`config.mk`:
```
export PLATFORM = sky130hd
export DESIGN_NAME = bldc_commutation_timing_update
export DESIGN_NICKNAME = d
export VERILOG_FILES = /design/src/rtl/bcu_pkg.sv /design/src/rtl/bldc_commutation_timing_update.sv /design/src/rtl/bcu_front.sv /design/src/rtl/bcu_queue.sv /design/src/rtl/bcu_back.sv
export SDC_FILE = /design/constraint.sdc
export NUM_CORES = 1
export LEC_CHECK = 0
export BUFFER_PORTS_ARGS = -buffer_cell sky130_fd_sc_hd__buf_4
export CAP_MARGIN = 40
export CORE_ASPECT_RATIO = 1.75
export CORE_UTILIZATION = 40
export DETAILED_ROUTE_END_ITERATION = 16
export GPL_TIMING_DRIVEN = 0
export MAX_ROUTING_LAYER = met4
export PLACE_DENSITY_LB_ADDON = 0.1
export SLEW_MARGIN = 15
export SYNTH_ARGS = -nofsm -noshare
export SYNTH_HDL_FRONTEND = slang
export SYNTH_SLANG_ARGS = --single-unit
```
`constraint.sdc`:
```
create_clock -name clk -period 8.1 [get_ports clk]
set_input_delay 1.62 -clock clk [delete_from_list [all_inputs] [get_ports clk]]
set_output_delay 1.62 -clock clk [all_outputs]
set_load 0.05 [all_outputs]
```
`src/rtl/bcu_pkg.sv`:
```
// ----------------------------------------------------------------------------
// bcu_pkg
// shared types and constants for the commutation timing update block
// ----------------------------------------------------------------------------
package bcu_pkg;

  localparam logic [7:0]  DemagStep1    = 8'd130;
  localparam logic [7:0]  DemagStep2    = 8'd160;
  localparam logic [2:0]  TimingMax     = 3'd5;
  localparam logic [2:0]  TimingNeutral = 3'd3;
  localparam logic [15:0] StartupWait   = 16'hfff0;
  localparam logic [15:0] Sat16         = 16'hffff;

  // configuration register indexes
  localparam logic RegTiming    = 1'b0;
  localparam logic RegFastClock = 1'b1;

  // classified request as it sits in the queue
  typedef struct packed {
    logic [31:0] event_time;
    logic        fast_clock;
    logic        startup;
    logic        initial_run;
    logic [2:0]  timing;
  } bcu_item_t;

  // period update result between the two back stages
  typedef struct packed {
    logic [15:0] filt_period;
    logic [2:0]  timing;
    logic        startup;
    logic        fast_clock;
    logic        rpm_high;
    logic        took_fast;
    logic        saturated;
  } bcu_upd_t;

endpackage

```
`src/rtl/bldc_commutation_timing_update.sv`:
```
// ----------------------------------------------------------------------------
// bldc_commutation_timing_update
// sensorless commutation period filter and wait generation
// ----------------------------------------------------------------------------
// channel   direction  handshake           payload
// cfg       in         cfg_write           cfg_index, cfg_data
// in        in         in_valid / in_stall event_time, demag_level, phase flags
// out       out        out_valid/out_stall waits, filt_period, timing, flags
//
// one request per cycle sustained while out_stall is low; an accepted request
// passes the queue, period filter stage and wait stage before out_valid
// the period filter stage computes the new stored period combinationally from the old one
// synchronous reset clears history, period to 0xffff and config to defaults
// out_stall backs up through the wait stage and the two-entry queue
// ----------------------------------------------------------------------------
module bldc_commutation_timing_update (
  input  logic        clk,
  input  logic        rst,
  input  logic        cfg_write,
  input  logic        cfg_index,
  input  logic [2:0]  cfg_data,
  input  logic        in_valid,
  output logic        in_stall,
  input  logic [31:0] event_time,
  input  logic [7:0]  demag_level,
  input  logic        in_startup,
  input  logic        in_initial_run,
  output logic        out_valid,
  input  logic        out_stall,
  output logic [15:0] commutation_wait,
  output logic [15:0] advance_wait,
  output logic [15:0] scan_wait,
  output logic [15:0] timeout_wait,
  output logic [15:0] filt_period,
  output logic [2:0]  timing_used,
  output logic        is_high_rpm,
  output logic        used_fast_path,
  output logic        period_saturated,
  output logic        wait_clamped
);
  import bcu_pkg::*;

  logic      q_full;
  logic      q_push;
  bcu_item_t q_item;
  logic      q_pop;
  logic      q_head_valid;
  bcu_item_t q_head;

  bcu_front u_front (
    .clk            (clk),
    .rst            (rst),
    .cfg_write      (cfg_write),
    .cfg_index      (cfg_index),
    .cfg_data       (cfg_data),
    .in_valid       (in_valid),
    .in_stall       (in_stall),
    .event_time     (event_time),
    .demag_level    (demag_level),
    .in_startup     (in_startup),
    .in_initial_run (in_initial_run),
    .q_full         (q_full),
    .q_push         (q_push),
    .q_item         (q_item)
  );

  bcu_queue u_queue (
    .clk        (clk),
    .rst        (rst),
    .push       (q_push),
    .item_in    (q_item),
    .full       (q_full),
    .pop        (q_pop),
    .head_valid (q_head_valid),
    .head       (q_head)
  );

  bcu_back u_back (
    .clk              (clk),
    .rst              (rst),
    .head_valid       (q_head_valid),
    .head             (q_head),
    .pop              (q_pop),
    .out_valid        (out_valid),
    .out_stall        (out_stall),
    .commutation_wait (commutation_wait),
    .advance_wait     (advance_wait),
    .scan_wait        (scan_wait),
    .timeout_wait     (timeout_wait),
    .filt_period      (filt_period),
    .timing_used      (timing_used),
    .is_high_rpm      (is_high_rpm),
    .used_fast_path   (used_fast_path),
    .period_saturated (period_saturated),
    .wait_clamped     (wait_clamped)
  );

`ifndef ASSERT_OFF
  a_pop_needs_head: assert property (@(posedge clk) disable iff (rst)
    q_pop |-> q_head_valid)
    else $error("queue popped while empty");

  a_push_to_head: assert property (@(posedge clk) disable iff (rst)
    q_push && !q_head_valid |=> q_head_valid)
    else $error("pushed request not visible at queue head");

  a_timing_range: assert property (@(posedge clk) disable iff (rst)
    out_valid |-> timing_used <= TimingMax && advance_wait != 16'd0)
    else $error("timing level or advance wait out of range");

  a_clamp_cause: assert property (@(posedge clk) disable iff (rst)
    out_valid && wait_clamped |->
      (commutation_wait == 16'd1 || advance_wait == 16'd1 || scan_wait == 16'd1))
    else $error("wait clamp flag without a clamped wait");

  a_high_rpm: assert property (@(posedge clk) disable iff (rst)
    out_valid |-> is_high_rpm == (filt_period[15:9] == 7'd0))
    else $error("high rpm flag disagrees with filtered period");
`endif

endmodule

```
`src/rtl/bcu_front.sv`:
```
// ----------------------------------------------------------------------------
// bcu_front
// configuration registers, request intake and timing level classification
// ----------------------------------------------------------------------------
module bcu_front (
  input  logic              clk,
  input  logic              rst,
  input  logic              cfg_write,
  input  logic              cfg_index,
  input  logic [2:0]        cfg_data,
  input  logic              in_valid,
  output logic              in_stall,
  input  logic [31:0]       event_time,
  input  logic [7:0]        demag_level,
  input  logic              in_startup,
  input  logic              in_initial_run,
  input  logic              q_full,
  output logic              q_push,
  output bcu_pkg::bcu_item_t q_item
);
  import bcu_pkg::*;

  logic [2:0] programmed_timing;
  logic       fast_clock;
  logic [3:0] timing_sum;
  logic [2:0] timing_eff;

  always_ff @(posedge clk) begin
    if (rst) begin
      programmed_timing <= TimingNeutral;
      fast_clock        <= 1'b0;
    end else if (cfg_write) begin
      case (cfg_index)
        RegTiming:    programmed_timing <= cfg_data;
        RegFastClock: fast_clock        <= cfg_data[0];
        default: ;
      endcase
    end
  end

  // demag raises the advance by up to two steps
  always_comb begin
    timing_sum = {1'b0, programmed_timing}
               + {3'b000, (demag_level >= DemagStep1)}
               + {3'b000, (demag_level >= DemagStep2)};
    if (in_startup) begin
      timing_eff = TimingNeutral;
    end else if (timing_sum > {1'b0, TimingMax}) begin
      timing_eff = TimingMax;
    end else begin
      timing_eff = timing_sum[2:0];
    end
  end

  assign in_stall = q_full;
  assign q_push   = in_valid && !q_full;

  always_comb begin
    q_item.event_time  = event_time;
    q_item.fast_clock  = fast_clock;
    q_item.startup     = in_startup;
    q_item.initial_run = in_initial_run;
    q_item.timing      = timing_eff;
  end

endmodule

```
`src/rtl/bcu_queue.sv`:
```
// ----------------------------------------------------------------------------
// bcu_queue
// two-entry request queue between front and back
// ----------------------------------------------------------------------------
module bcu_queue (
  input  logic               clk,
  input  logic               rst,
  input  logic               push,
  input  bcu_pkg::bcu_item_t item_in,
  output logic               full,
  input  logic               pop,
  output logic               head_valid,
  output bcu_pkg::bcu_item_t head
);
  import bcu_pkg::*;

  bcu_item_t  entries [2];
  logic       wr_ptr;
  logic       rd_ptr;
  logic [1:0] count;

  always_ff @(posedge clk) begin
    if (push) begin
      entries[wr_ptr] <= item_in;
    end
  end

  always_ff @(posedge clk) begin
    if (rst) begin
      wr_ptr <= 1'b0;
      rd_ptr <= 1'b0;
      count  <= 2'd0;
    end else begin
      if (push) begin
        wr_ptr <= ~wr_ptr;
      end
      if (pop) begin
        rd_ptr <= ~rd_ptr;
      end
      case ({push, pop})
        2'b10:   count <= count + 2'd1;
        2'b01:   count <= count - 2'd1;
        default: count <= count;
      endcase
    end
  end

  assign full       = (count == 2'd2);
  assign head_valid = (count != 2'd0);
  assign head       = entries[rd_ptr];

endmodule

```
`src/rtl/bcu_back.sv`:
```
// ----------------------------------------------------------------------------
// bcu_back
// period filter with timestamp history, then wait computation and output
// ----------------------------------------------------------------------------
module bcu_back (
  input  logic               clk,
  input  logic               rst,
  input  logic               head_valid,
  input  bcu_pkg::bcu_item_t head,
  output logic               pop,
  output logic               out_valid,
  input  logic               out_stall,
  output logic [15:0]        commutation_wait,
  output logic [15:0]        advance_wait,
  output logic [15:0]        scan_wait,
  output logic [15:0]        timeout_wait,
  output logic [15:0]        filt_period,
  output logic [2:0]         timing_used,
  output logic               is_high_rpm,
  output logic               used_fast_path,
  output logic               period_saturated,
  output logic               wait_clamped
);
  import bcu_pkg::*;

  logic [31:0] last_time;
  logic [31:0] second_last_time;
  logic [15:0] period_estimate;
  logic        high_rpm_flag;

  logic        a_valid;
  bcu_upd_t    a_reg;
  bcu_upd_t    a_next;
  logic        a_take;
  logic        b_load;

  logic [31:0] cur;
  logic [31:0] prev;
  logic [31:0] prev2;
  logic [15:0] delta;
  logic [15:0] old_shr;
  logic [15:0] delta_shr;
  logic [16:0] np;
  logic        fast;
  logic        delta_sat;

  logic [15:0] period;
  logic [14:0] quarter;
  logic [16:0] adv;
  logic [15:0] adv_w;
  logic [14:0] scan_q;

  assign b_load = a_valid && (!out_valid || !out_stall);
  assign a_take = head_valid && (!a_valid || b_load);
  assign pop    = a_take;

  // period update
  always_comb begin
    cur       = head.fast_clock ? {1'b0, head.event_time[31:1]} : head.event_time;
    prev      = head.fast_clock ? {1'b0, last_time[31:1]} : last_time;
    prev2     = head.fast_clock ? {1'b0, second_last_time[31:1]} : second_last_time;
    fast      = high_rpm_flag || (period_estimate[15:9] == 7'd0);
    delta_sat = 1'b0;
    delta     = 16'd0;
    old_shr   = 16'd0;
    delta_shr = 16'd0;
    np        = 17'd0;
    if (head.startup) begin
      if (cur[31:16] != prev[31:16]) begin
        delta     = Sat16;
        delta_sat = 1'b1;
      end else begin
        delta = cur[15:0] - prev2[15:0];
      end
      np = {2'b00, period_estimate[15:1]} + {1'b0, delta};
    end else begin
      delta = cur[15:0] - prev[15:0];
      if (fast) begin
        old_shr   = period_estimate >> 4;
        delta_shr = delta >> 2;
      end else if (period_estimate[15:11] != 5'd0 && !head.initial_run) begin
        old_shr   = period_estimate >> 2;
        delta_shr = delta;
      end else if (period_estimate[15:10] != 6'd0) begin
        old_shr   = period_estimate >> 3;
        delta_shr = delta >> 1;
      end else begin
        old_shr   = period_estimate >> 4;
        delta_shr = delta >> 2;
      end
      np = {1'b0, period_estimate - old_shr} + {1'b0, delta_shr};
    end
    a_next.filt_period = np[16] ? Sat16 : np[15:0];
    a_next.saturated   = np[16] || delta_sat;
    a_next.rpm_high    = np[16] ? 1'b0 : (np[15:9] == 7'd0);
    a_next.timing      = head.timing;
    a_next.startup     = head.startup;
    a_next.fast_clock  = head.fast_clock;
    a_next.took_fast   = fast;
  end

  always_ff @(posedge clk) begin
    if (rst) begin
      last_time        <= 32'd0;
      second_last_time <= 32'd0;
      period_estimate  <= Sat16;
      high_rpm_flag    <= 1'b0;
      a_valid          <= 1'b0;
    end else begin
      if (a_take) begin
        second_last_time <= last_time;
        last_time        <= head.event_time;
        period_estimate  <= a_next.filt_period;
        high_rpm_flag    <= a_next.rpm_high;
      end
      if (a_take) begin
        a_valid <= 1'b1;
      end else if (b_load) begin
        a_valid <= 1'b0;
      end
    end
  end

  always_ff @(posedge clk) begin
    if (a_take) begin
      a_reg <= a_next;
    end
  end

  // wait computation
  always_comb begin
    period  = a_reg.fast_clock ? {1'b0, a_reg.filt_period[15:1]} : a_reg.filt_period;
    quarter = (period[15:1] == 15'd0) ? 15'd1 : period[15:1];
    if (a_reg.timing > TimingNeutral) begin
      if (!a_reg.timing[0]) begin
        adv = {2'b00, quarter} + {3'b000, quarter[14:1]};
      end else begin
        adv = {2'b00, quarter} + {2'b00, quarter};
      end
    end else if (a_reg.timing < TimingNeutral) begin
      adv = {2'b00, quarter} - {3'b000, quarter[14:1]};
    end else begin
      adv = {2'b00, quarter};
    end
    adv_w  = (adv[15:0] == 16'd0) ? 16'd1 : adv[15:0];
    scan_q = (quarter[14:1] == 14'd0) ? 15'd1 : {1'b0, quarter[14:1]};
  end

  always_ff @(posedge clk) begin
    if (rst) begin
      out_valid <= 1'b0;
    end else if (b_load) begin
      out_valid <= 1'b1;
    end else if (!out_stall) begin
      out_valid <= 1'b0;
    end
  end

  always_ff @(posedge clk) begin
    if (b_load) begin
      commutation_wait <= a_reg.startup ? StartupWait : {1'b0, quarter};
      advance_wait     <= adv_w;
      scan_wait        <= a_reg.startup ? StartupWait : {1'b0, scan_q};
      timeout_wait     <= a_reg.startup ? StartupWait : {1'b0, quarter};
      filt_period      <= a_reg.filt_period;
      timing_used      <= a_reg.timing;
      is_high_rpm      <= a_reg.rpm_high;
      used_fast_path   <= a_reg.took_fast;
      period_saturated <= a_reg.saturated;
      wait_clamped     <= !a_reg.startup
                          && (quarter == 15'd1 || adv_w == 16'd1 || scan_q == 15'd1);
    end
  end

endmodule
```
==> out/results.ini <==
[critical_path]
startpoint_type = flop
max_stage_delay_ps = 440
cp_data_required_time_ps = 8420
worstSetupPathType = reg2reg
end_kind = flop
reg2reg_slack_ps = 540
crit_arrival_ps = 7890
rr_worst_depth = 32
cp_slowest_cell = fa_1
crit_fanout = 10
crit_top_cell = a21oi_1

[routing]
drt_wl_total_um = 48460
via_count = 13260
drt_pre_antenna_iters = 5
vias_per_cell = 5.556
route.detailed.drc = 0
drt_iter0_drc = 457
post_drt_wl_per_cell_um = 20.30
ant_nets = 0

[sta]
fmax_ghz = 0.1322
maxSlewViolCount = 0
period_share_pct = 93.37
final-hold-violation-count = 0
tightestPinTransition_ps = 934.4
grt_setup_unrepaired = no
setup_viol = 0
max_slew_margin_pct = 37.71
tns_ps = 0
finClkSkew_ps = 25.57
min_period_ps = 7563

[final_layout]
areaGrowthSynthToFinish_pct = 17.57
final_area_sq_um = 19040
antennaDiodeCount = 0
nFillCells = 3845
nets = 2050
drive_above_1_share_pct = 14.06
largest_register_ffs = 76

[die]
num_rows = 97
boundaryPins = 140
die_h_um = 268.2
core-area_sq_um = 39930
die-area_sq_um = 41320
start_util_pct = 40.55
die-width_um = 154.1

[clock_network]
clock_path_buffers = 3
cts_tree = built
h-tree-depth = 1
clock_latency_ps = 580
cts_resized = 5
clkSlewWorstSetupHoldPaths_ps = 60
cts.sinks = 247
postCtsHoldBufs = 0
numCtsBuffers = 26
post_cts_buffers = 0
cts_root_buf = clkbuf_16

[placed_design]
routabilityCongestion = 0.9676
dpl-instance-area_sq_um = 18130
dp_hpwl_um = 39680
numPortBuffers = 138

[status]
run_status = completed

[synth]
synth_async_sr_flop_share_pct = 0
synth_common_cells = 179 x nor2_1, 170 x edfxtp_1, 132 x a21oi_1
syn_area_sq_um = 16190
yosysSeqAreaShare_pct = 41.05
ys_ff_latch = 247
syn_avg_cell_area_sq_um = 9.604
synth_area_leaders = edfxtp_1 32%, dfxtp_1 9.5%, ha_1 9.4%
synth.distinct_cells = 73
yosysTopAreaCellShare_pct = 31.53
yosysTopAreaCell = edfxtp_1
synth_most_common_cell = nor2_1
synth-edff-count = 170
synthesis.nets = 1864
yosys_warnings = 0
postSynthCellCount = 1686
dominantRegCellSynth = edfxtp_1

[grt]
grt_max_degree = 31
grt.total_usage_pct = 24.51
antenna_found_initial = 0
grt_pass1_vias = 13750
grt_first_pass_wirelength_um = 74690
grt-ovfl-total = 0

[flow_run]
maxCapViolCount = 0

[hold_path]
hold_path.class = reg2reg
hold_depth = 0

## path summary, 6_finish.rpt
kind	startpoint	to
worst min register to register	u_back.a_reg[1]$_DFFE_PP_	u_back.used_fast_path$_DFFE_PP_
worst max register to register	flop	u_back.a_reg[11]$_DFFE_PP_
worst max-delay path	flop	u_back.a_reg[11]$_DFFE_PP_
worst min-delay path	u_back.a_reg[1]$_DFFE_PP_	u_back.used_fast_path$_DFFE_PP_
## critical path: cells and delay by family, from the launching register on
| family | cells | cell delay [ps] |
|---|---|---|
| adders and majority gates | 3 | 930 |
| buffers and inverters | 7 | 1800 |
| DFF | 1 | 300 |
| muxes | 1 | 240 |
| AOI/OAI and AO/OA | 16 | 3220 |
| xor gates and xnor gates | 1 | 180 |
| and+or+nand+nor | 4 | 590 |
## layout make-up
class | instances | area (sq um) | share of cell area, %
plain buffers | 87 | 416.7 | 2.189
clock buffers | 34 | 710.7 | 3.733
clock inverters | 14 | 171.4 | 0.9004
inverters | 69 | 259.0 | 1.360
multi-input cells | 1282 | 8915 | 46.83
flip-flops and latches | 247 | 6646 | 34.91
well taps | 495 | 619.3 | 3.253
repair buffers | 159 | 1299 | 6.822
## cells by family (layout without fill, tap and decap cells)
group,after synthesis,after routing,share of synthesized area (%)
xor gates and xnor gates,83,83,4.490
and+or+nand+nor,490,490,14.08
AOI/OAI and AO/OA,463,463,18.65
buffers and inverters,157,363,4.119
adders and majority gates,127,127,10.09
muxes,119,119,7.519
DFF,247,247,41.05
## cell usage in the layout, fill, tap and decap left out, types with 8 or more instances in the layout
cell type / Yosys / layout
mux2_2: 11 / 11
clkbuf_1: 57 / 58
xor2_1: 33 / 33
nor4_1: 10 / 10
xnor2_1: 50 / 50
mux2i_1: 107 / 106
o21ai_0: 89 / 88
nand2_1: 121 / 120
dfxtp_1: 77 / 77
a21o_1: 27 / 27
inv_1: 68 / 68
o21bai_1: 9 / 9
o21a_1: 16 / 16
a211o_1: 8 / 8
a31oi_1: 24 / 24
nor2_1: 179 / 178
nand2b_1: 30 / 30
buf_4: 17 / 170
a21oi_1: 132 / 132
edfxtp_1: 170 / 170
clkbuf_16: 0 / 26
nand4_1: 11 / 11
nor2b_1: 30 / 30
nor3_1: 40 / 40
ha_1: 121 / 121
or3_1: 14 / 14
nand3_1: 19 / 19
a211oi_1: 61 / 61
## per-stage QoR
| step | hold slack [ps] | worst slack (ps) | util, % | cells |
|---|---|---|---|---|
| finish | 417.3 | 537.0 | 47.68 | 2387 |
| global route | 432.5 | 15.07 | 47.68 | 2387 |
| CTS | 419.9 | 58.06 | 47.65 | 2388 |
| detailed placement | 405.4 | -703.8 | 45.42 | 2340 |
| global placement | 400.3 | -1477 | 44.70 | 2319 |
| floorplan | 400.3 | 777.2 | - | 1686 |
## per-layer routing
metal	global-route usage (%)	vias to the layer above	part of all wire (%)
met4	15.92	0	7.0
met1	20.16	6212	32
met3	1.951	139	2.6
li1	-	6593	-
met2	50.80	318	59
met5	-	-	0
Power is left out: the tool's default activity adds up to more than one toggle a clock period on the data nets, which glitch-free logic cannot reach.
